--- src/rtl/frg_pkg.sv ---
`timescale 1ns / 1ps
`default_nettype none
// ----------------------------------------------------------------------------
// frg_pkg: shared types and constants for the fraction reducer
// Field width, request and result structs, and the job record that the
// front end hands to the back end through the job queue.
// ----------------------------------------------------------------------------
package frg_pkg;

  localparam int VALUE_WIDTH = 31;
  localparam int QUEUE_DEPTH = 2;
  localparam int SHIFT_WIDTH = $clog2(VALUE_WIDTH + 1);

  typedef logic [VALUE_WIDTH-1:0] value_t;

  typedef struct packed {
    value_t numerator_in;
    value_t denominator_in;
  } in_item_t;

  typedef struct packed {
    value_t numerator_out;
    value_t denominator_out;
    value_t common_divisor;
  } out_item_t;

  // bypass: one operand is zero, the fraction passes with a divisor of 1
  typedef struct packed {
    value_t numerator;
    value_t denominator;
    logic   bypass;
  } job_t;

endpackage
`default_nettype wire

--- src/rtl/frg_front.sv ---
`timescale 1ns / 1ps
`default_nettype none
// ----------------------------------------------------------------------------
// frg_front: request intake and classification
// Registers one request, flags the zero-operand case, and offers the job
// to the queue. A new request is taken as soon as the held one moves on.
// ----------------------------------------------------------------------------
module frg_front (
  input  wire             clk,
  input  wire             rst,
  input  wire             in_valid,
  output logic            in_ready,
  input  wire frg_pkg::in_item_t in_data,
  output logic            push_valid,
  input  wire             push_ready,
  output frg_pkg::job_t   push_job
);

  logic          held;
  frg_pkg::job_t job;

  assign in_ready   = !held || push_ready;
  assign push_valid = held;
  assign push_job   = job;

  // holding register, control
  always_ff @(posedge clk) begin
    if (rst) begin
      held <= 1'b0;
    end else if (in_valid && in_ready) begin
      held <= 1'b1;
    end else if (push_ready) begin
      held <= 1'b0;
    end
  end

  // holding register, payload with zero classification
  always_ff @(posedge clk) begin
    if (in_valid && in_ready) begin
      job.numerator   <= in_data.numerator_in;
      job.denominator <= in_data.denominator_in;
      job.bypass      <= (in_data.numerator_in == '0) || (in_data.denominator_in == '0);
    end
  end

endmodule
`default_nettype wire

--- src/rtl/frg_queue.sv ---
`timescale 1ns / 1ps
`default_nettype none
// ----------------------------------------------------------------------------
// frg_queue: short job queue between front and back end
// Circular buffer of jobs with a fill count; the head is read directly.
// ----------------------------------------------------------------------------
module frg_queue (
  input  wire           clk,
  input  wire           rst,
  input  wire           push_valid,
  output logic          push_ready,
  input  wire frg_pkg::job_t push_job,
  output logic          pop_valid,
  input  wire           pop_ready,
  output frg_pkg::job_t pop_job
);

  localparam int PTR_W = (frg_pkg::QUEUE_DEPTH > 1) ? $clog2(frg_pkg::QUEUE_DEPTH) : 1;
  localparam int CNT_W = $clog2(frg_pkg::QUEUE_DEPTH + 1);
  localparam logic [PTR_W-1:0] LAST_PTR = PTR_W'(frg_pkg::QUEUE_DEPTH - 1);
  localparam logic [CNT_W-1:0] FULL_CNT = CNT_W'(frg_pkg::QUEUE_DEPTH);

  frg_pkg::job_t    entries [frg_pkg::QUEUE_DEPTH];
  logic [PTR_W-1:0] wr_ptr;
  logic [PTR_W-1:0] rd_ptr;
  logic [CNT_W-1:0] count;
  logic             push;
  logic             pop;

  assign push_ready = (count != FULL_CNT);
  assign pop_valid  = (count != '0);
  assign pop_job    = entries[rd_ptr];
  assign push       = push_valid && push_ready;
  assign pop        = pop_valid && pop_ready;

  // pointers and fill count
  always_ff @(posedge clk) begin
    if (rst) begin
      wr_ptr <= '0;
      rd_ptr <= '0;
      count  <= '0;
    end else begin
      if (push) begin
        wr_ptr <= (wr_ptr == LAST_PTR) ? '0 : wr_ptr + PTR_W'(1);
      end
      if (pop) begin
        rd_ptr <= (rd_ptr == LAST_PTR) ? '0 : rd_ptr + PTR_W'(1);
      end
      if (push && !pop) begin
        count <= count + CNT_W'(1);
      end else if (pop && !push) begin
        count <= count - CNT_W'(1);
      end
    end
  end

  // storage
  always_ff @(posedge clk) begin
    if (push) begin
      entries[wr_ptr] <= push_job;
    end
  end

  a_count_bound: assert property (@(posedge clk) disable iff (rst)
    count <= FULL_CNT)
    else $error("job queue over-filled");

endmodule
`default_nettype wire

--- src/rtl/frg_back.sv ---
`timescale 1ns / 1ps
`default_nettype none
// ----------------------------------------------------------------------------
// frg_back: divisor search and exact division
// Binary GCD, one subtract or shift per cycle, then a restoring divider
// pair that retires one quotient bit of each operand per cycle. The result
// sits in an output register until the consumer takes it.
// ----------------------------------------------------------------------------
module frg_back (
  input  wire               clk,
  input  wire               rst,
  input  wire               pop_valid,
  output logic              pop_ready,
  input  wire frg_pkg::job_t pop_job,
  output logic              out_valid,
  input  wire               out_ready,
  output frg_pkg::out_item_t out_data
);

  localparam int W  = frg_pkg::VALUE_WIDTH;
  localparam int KW = frg_pkg::SHIFT_WIDTH;
  localparam logic [KW-1:0] LAST_BIT = KW'(W - 1);

  localparam logic [1:0] ST_IDLE = 2'd0;
  localparam logic [1:0] ST_GCD  = 2'd1;
  localparam logic [1:0] ST_DIV  = 2'd2;
  localparam logic [1:0] ST_DONE = 2'd3;

  logic [1:0]           state;
  frg_pkg::value_t      ga;
  frg_pkg::value_t      gb;
  logic [KW-1:0]        shift_k;
  frg_pkg::value_t      divisor;
  frg_pkg::value_t      num_q;
  frg_pkg::value_t      den_q;
  frg_pkg::value_t      num_rem;
  frg_pkg::value_t      den_rem;
  logic [KW-1:0]        bit_cnt;
  logic [W:0]           num_trial;
  logic [W:0]           den_trial;
  logic                 num_fit;
  logic                 den_fit;
  logic                 out_free;

  assign pop_ready = (state == ST_IDLE);
  assign out_free  = !out_valid || out_ready;

  // one restoring step for each operand
  assign num_trial = {num_rem, num_q[W-1]};
  assign den_trial = {den_rem, den_q[W-1]};
  assign num_fit   = (num_trial >= {1'b0, divisor});
  assign den_fit   = (den_trial >= {1'b0, divisor});

  // sequencer
  always_ff @(posedge clk) begin
    if (rst) begin
      state <= ST_IDLE;
    end else begin
      case (state)
        ST_IDLE: begin
          if (pop_valid) begin
            state <= pop_job.bypass ? ST_DONE : ST_GCD;
          end
        end
        ST_GCD: begin
          if (ga == '0 || gb == '0) begin
            state <= ST_DIV;
          end
        end
        ST_DIV: begin
          if (bit_cnt == LAST_BIT) begin
            state <= ST_DONE;
          end
        end
        ST_DONE: begin
          if (out_free) begin
            state <= ST_IDLE;
          end
        end
        default: state <= ST_IDLE;
      endcase
    end
  end

  // datapath
  always_ff @(posedge clk) begin
    case (state)
      ST_IDLE: begin
        num_q   <= pop_job.numerator;
        den_q   <= pop_job.denominator;
        ga      <= pop_job.numerator;
        gb      <= pop_job.denominator;
        shift_k <= '0;
        divisor <= frg_pkg::value_t'(1);
        num_rem <= '0;
        den_rem <= '0;
        bit_cnt <= '0;
      end
      ST_GCD: begin
        if (ga == '0) begin
          divisor <= frg_pkg::value_t'(gb << shift_k);
        end else if (gb == '0) begin
          divisor <= frg_pkg::value_t'(ga << shift_k);
        end else if (!ga[0] && !gb[0]) begin
          ga      <= ga >> 1;
          gb      <= gb >> 1;
          shift_k <= shift_k + KW'(1);
        end else if (!ga[0]) begin
          ga <= ga >> 1;
        end else if (!gb[0]) begin
          gb <= gb >> 1;
        end else if (ga >= gb) begin
          ga <= ga - gb;
        end else begin
          gb <= gb - ga;
        end
      end
      ST_DIV: begin
        num_rem <= num_fit ? W'(num_trial - {1'b0, divisor}) : num_trial[W-1:0];
        den_rem <= den_fit ? W'(den_trial - {1'b0, divisor}) : den_trial[W-1:0];
        num_q   <= {num_q[W-2:0], num_fit};
        den_q   <= {den_q[W-2:0], den_fit};
        bit_cnt <= bit_cnt + KW'(1);
      end
      default: begin
      end
    endcase
  end

  // result register
  always_ff @(posedge clk) begin
    if (rst) begin
      out_valid <= 1'b0;
    end else if (state == ST_DONE && out_free) begin
      out_valid <= 1'b1;
    end else if (out_ready) begin
      out_valid <= 1'b0;
    end
  end

  always_ff @(posedge clk) begin
    if (state == ST_DONE && out_free) begin
      out_data.numerator_out   <= num_q;
      out_data.denominator_out <= den_q;
      out_data.common_divisor  <= divisor;
    end
  end

  a_gcd_operands: assert property (@(posedge clk) disable iff (rst)
    (state == ST_GCD) |-> (ga != '0 || gb != '0))
    else $error("GCD search lost both operands");

  a_divisor_nonzero: assert property (@(posedge clk) disable iff (rst)
    (state == ST_DIV || state == ST_DONE) |-> (divisor != '0))
    else $error("zero divisor in divide phase");

  a_exact_division: assert property (@(posedge clk) disable iff (rst)
    (state == ST_DONE) |-> (num_rem == '0 && den_rem == '0))
    else $error("divisor does not divide both operands");

endmodule
`default_nettype wire

--- src/rtl/fraction_reduce_by_gcd_top.sv ---
`timescale 1ns / 1ps
`default_nettype none
// ----------------------------------------------------------------------------
// fraction_reduce_by_gcd_top: reduce a fraction to lowest terms
// Requests are handled one at a time by the shared GCD and divider sequence in
//   the back end, which takes no new job until it has finished the last; zero
//   operands skip the GCD search and the division. The front and queue buffer
//   up to three further requests meanwhile.
// Reset clears the front register, queue and sequencer; no result is pending.
// ----------------------------------------------------------------------------
module fraction_reduce_by_gcd_top (
  input  wire                clk,
  input  wire                rst,
  input  wire                in_valid,
  output logic               in_ready,
  input  wire frg_pkg::in_item_t in_data,
  output logic               out_valid,
  input  wire                out_ready,
  output frg_pkg::out_item_t out_data
);

  logic          push_valid;
  logic          push_ready;
  frg_pkg::job_t push_job;
  logic          pop_valid;
  logic          pop_ready;
  frg_pkg::job_t pop_job;

  // intake and classification
  frg_front u_front (
    .clk        (clk),
    .rst        (rst),
    .in_valid   (in_valid),
    .in_ready   (in_ready),
    .in_data    (in_data),
    .push_valid (push_valid),
    .push_ready (push_ready),
    .push_job   (push_job)
  );

  // decoupling queue
  frg_queue u_queue (
    .clk        (clk),
    .rst        (rst),
    .push_valid (push_valid),
    .push_ready (push_ready),
    .push_job   (push_job),
    .pop_valid  (pop_valid),
    .pop_ready  (pop_ready),
    .pop_job    (pop_job)
  );

  // divisor search, division and result register
  frg_back u_back (
    .clk       (clk),
    .rst       (rst),
    .pop_valid (pop_valid),
    .pop_ready (pop_ready),
    .pop_job   (pop_job),
    .out_valid (out_valid),
    .out_ready (out_ready),
    .out_data  (out_data)
  );

endmodule
`default_nettype wire
--- config.mk ---
export PLATFORM = sky130hd
export DESIGN_NAME = fraction_reduce_by_gcd_top
export DESIGN_NICKNAME = d
export VERILOG_FILES = /design/src/rtl/frg_pkg.sv /design/src/rtl/frg_front.sv /design/src/rtl/frg_queue.sv /design/src/rtl/frg_back.sv /design/src/rtl/fraction_reduce_by_gcd_top.sv
export SDC_FILE = /design/constraint.sdc
export NUM_CORES = 1
export LEC_CHECK = 0
export BUFFER_PORTS_ARGS = -buffer_cell sky130_fd_sc_hd__clkbuf_2
export CAP_MARGIN = 20
export CELL_PAD_IN_SITES_DETAIL_PLACEMENT = 1
export CELL_PAD_IN_SITES_GLOBAL_PLACEMENT = 2
export CORE_ASPECT_RATIO = 1.75
export CORE_MARGIN = 2
export CORE_UTILIZATION = 40
export DETAILED_ROUTE_END_ITERATION = 10
export PLACE_DENSITY_LB_ADDON = 0.1
export SLEW_MARGIN = 20
export SYNTH_ARGS = -nofsm -noshare
export SYNTH_HDL_FRONTEND = slang
export SYNTH_HIERARCHICAL = 1
export SYNTH_SLANG_ARGS = --single-unit
--- constraint.sdc ---
create_clock -name clk -period 8.5 [get_ports clk]
set_input_delay 1.7 -clock clk [delete_from_list [all_inputs] [get_ports clk]]
set_output_delay 1.7 -clock clk [all_outputs]
set_load 0.005 [all_outputs]
==> results.toml <==
[worst_setup_path]
arrival_ns = 5.52
r2r_end = "u_back/gb[29]"
crit_type = "reg2reg"
cp_max_fo = 20
cp_slowest_stage_delay_ns = 0.88
cp.required_ns = 8.97
end_kind = "register"
r2r_start = "u_back/ga[13]"
critPathLaunchType = "register"
slowest_stage = "o21a_1"
r2r_cells = 10
r2r_slack_ns = 3.45
crit_chain = "inv_1 -> ha_1 -> and2_1 -> a2111oi_0 -> a31oi_1 -> a31oi_1 -> o21a_1 -> and2_1 -> nand2_1 -> o21ai_0"

[global_route]
grt_first_pass_wirelength_um = 143000
grt_pass1_vias = 22100
antenna_found_initial = 0
grt_max_degree = 64
grt_overflow = 0
track_usage = 0.269

[sta]
hold_violations = 0
hold-worst-slack_ns = 0.446
timing.final.ws_setup_ns = 3.45
setup_viol = 0
finalClockSkew_ns = 0.0303
period_needed_ns = 5.05
timing.fmax_mhz = 198
tightest_slew_ns = 1.13
slew_viol_final = 0
grt_setup_unrepaired = "false"
relSlewSlack = 0.249
fin_crit_sh = 0.594
fin_tns_setup_ns = 0

[synth]
yosysWarnings = 6
synth_cell_types = 87
ys_seq_area_frac = 0.546
synth_area_um2 = 28300
synth_seq_cells = 518
synthTopCellsByArea = "edfxtp_1 54%, ha_1 5.9%, mux2_2 5.6%, a21oi_1 3.4%, nor2_1 2.6%"
avgSynthCellArea_um2 = 11.6
async_flop_share = 0
synth_top_cell_area_share = 0.540
synth_common_cells = "509 x edfxtp_1, 199 x nor2_1, 192 x a21oi_1, 140 x mux2_2, 136 x inv_1"
synthMuxAreaShare = 0.0753
yosys.area.top_type = "edfxtp_1"
synth_flop_cell = "edfxtp_1"
synth_top_family_by_area = "compound AO/OA/AOI/OAI gates"
syn_inst = 2431
synth-edff-count = 509
synth_fa_ha_area_frac = 0.0620
synth_compound_area_frac = 0.146
synth_most_common_cell = "edfxtp_1"
syn_nets = 2635
synth_xor_area_frac = 0.0331
yosys.area_share.simple = 0.101

[clocking]
cts_buffers = 50
cts-resized-gates = 0
cts.clk_slew.worst_paths_ns = 0.07
post_cts_buffers = 0
clk-insertion-delay-late_ns = 0.63
postCtsHoldBufs = 0
clk_path_buf_depth = 3
cts.sinks = 518
root_buffer = "clkbuf_16"
cts_tree = "built"
htree_levels = 2

[floorplanning]
fp.dieArea_um2 = 73000
start_util = 0.402
die_h_um = 356
num_io_pins = 161
core-area_um2 = 70400
rows = 129
die_width_um = 205

[place]
portBuffers = 160
hpwl_um = 75500
place.gp.congestion = 0.933
pre_cts_slack_ns = 3.48

[finish]
n_antenna_cell = 0
nNetsFinal = 2757
area_growth_pct = 11.3
final_layout_size_suffix_gt1_frac = 0.169

[run_status]
status = "completed"

[worst_hold_path]
min-delay-start = "u_front/push_job[41]"
hold_path_depth = 0
min_path_type = "reg2reg"
worstHoldEndpoint = "u_queue/entries[1][41]"

[detailed_routing]
avgViaCountPerCell = 5.81
route.detailed.drc = 0
wl_per_cell_um = 28.0
drt_iter0_markers = 911
postRouteAntennaNets = 0
drtPass1Iterations = 5
vias = 20300
wl_um = 98100

[flow_run]
cap_viol_max_count = 0
-- cell type report --
cell class	instances	area (um^2)
fill	7570	38900
tap	917	1150
clock buffer	63	1300
multi-input combinational	1658	11900
inverter	139	522
timing repair buffer	186	996
sequential	518	15500
clock inverter	19	196
-- worst max path at each step --
stage / startpoint / endpoint / depth (start not counted)
4_1_cts: u_back/ga[13] / u_back/gb[26] / 10
6_report: u_back/ga[13] / u_back/gb[29] / 10
3_3_place_gp: u_back/ga[4] / u_back/ga[13] / 12
5_1_grt: u_back/ga[13] / u_back/gb[26] / 10
3_5_place_dp: u_back/ga[13] / u_back/gb[12] / 8
2_1_floorplan: out_ready / u_back/out_data[0] / 2
-- layer usage --
| metal | vias up | global-route usage | wire length, um | part of all wire |
|---|---|---|---|---|
| met1 | 10200 | 0.257 | 32600 | 0.33 |
| met4 | 0 | 0.211 | 9080 | 0.093 |
| li1 | 9376 | - | - | - |
| met3 | 254 | 0.0242 | 2590 | 0.026 |
| met2 | 505 | 0.517 | 53800 | 0.55 |
| met5 | - | 0 | 0 | 0 |
-- layout by cell type, fill, tap and decap left out, types with 13 or more instances in the layout --
cell type and count:
nand3_1 49, o211ai_1 13, nor3_1 41, nand2_1 119, clkbuf_16 50, nand2b_1 28
o22ai_1 17, buf_4 26, a41oi_1 13, ha_1 132, and2_1 17, mux2_2 140
o21ai_0 92, nor4_1 29, mux2i_1 51, and3_1 23, xor2_1 41, a31oi_1 21
xnor2_1 66, a22oi_1 33, inv_1 135, o21bai_1 18, a21oi_1 192, clkbuf_2 160
edfxtp_1 509, a211oi_1 32, nand4_1 23, nor2b_1 15, o21a_1 17, clkbuf_1 13
nor2_1 198, a21o_1 66
-- metrics by stage --
step / instances / instance area, um^2 / util
2_1_floorplan: 2431 / 28300 / -
3_3_place_gp: 3418 / 30000 / 0.427
3_5_place_dp: 3418 / 30000 / 0.427
4_1_cts: 3500 / 31500 / 0.448
5_1_grt: 3500 / 31500 / 0.448
6_report: 3500 / 31500 / 0.448
-- logic make-up after synthesis --
kind of cell / Yosys count
AO/OA/AOI/OAI: 628
XOR/XNOR: 107
adder cells (fa/ha/maj): 138
buffers and inverters: 255
flip-flops: 518
multiplexers: 193
AND/OR/NAND/NOR: 592
-- flip-flops by register name (all words and copies together) (netlist names), named ones only --
name,count
u_back/gb,31
u_queue/count,2
u_front/push_valid,1
u_back/out_valid,1
u_back/den_rem,31
u_back/shift_k,5
u_queue/wr_ptr,1
u_back/num_rem,31
u_back/bit_cnt,5
u_queue/rd_ptr,1
u_back/ga,31
u_back/out_data,93
u_queue/entries,126
u_back/divisor,31
u_back/den_q,31
u_front/push_job,63
u_back/state,2
u_back/num_q,31
-- worst max-delay path: cells and delay by family, from the launching register on --
family | cells | cell delay (ns)
and+or+nand+nor | 3 | 1.40
adders and majority gates | 1 | 0.44
AOI/OAI and AO/OA | 5 | 2.48
buffers and inverters | 1 | 0.08
DFF | 1 | 0.50
Power is left out: the tool's default activity adds up to more than one toggle a clock period on the data nets, which glitch-free logic cannot reach.
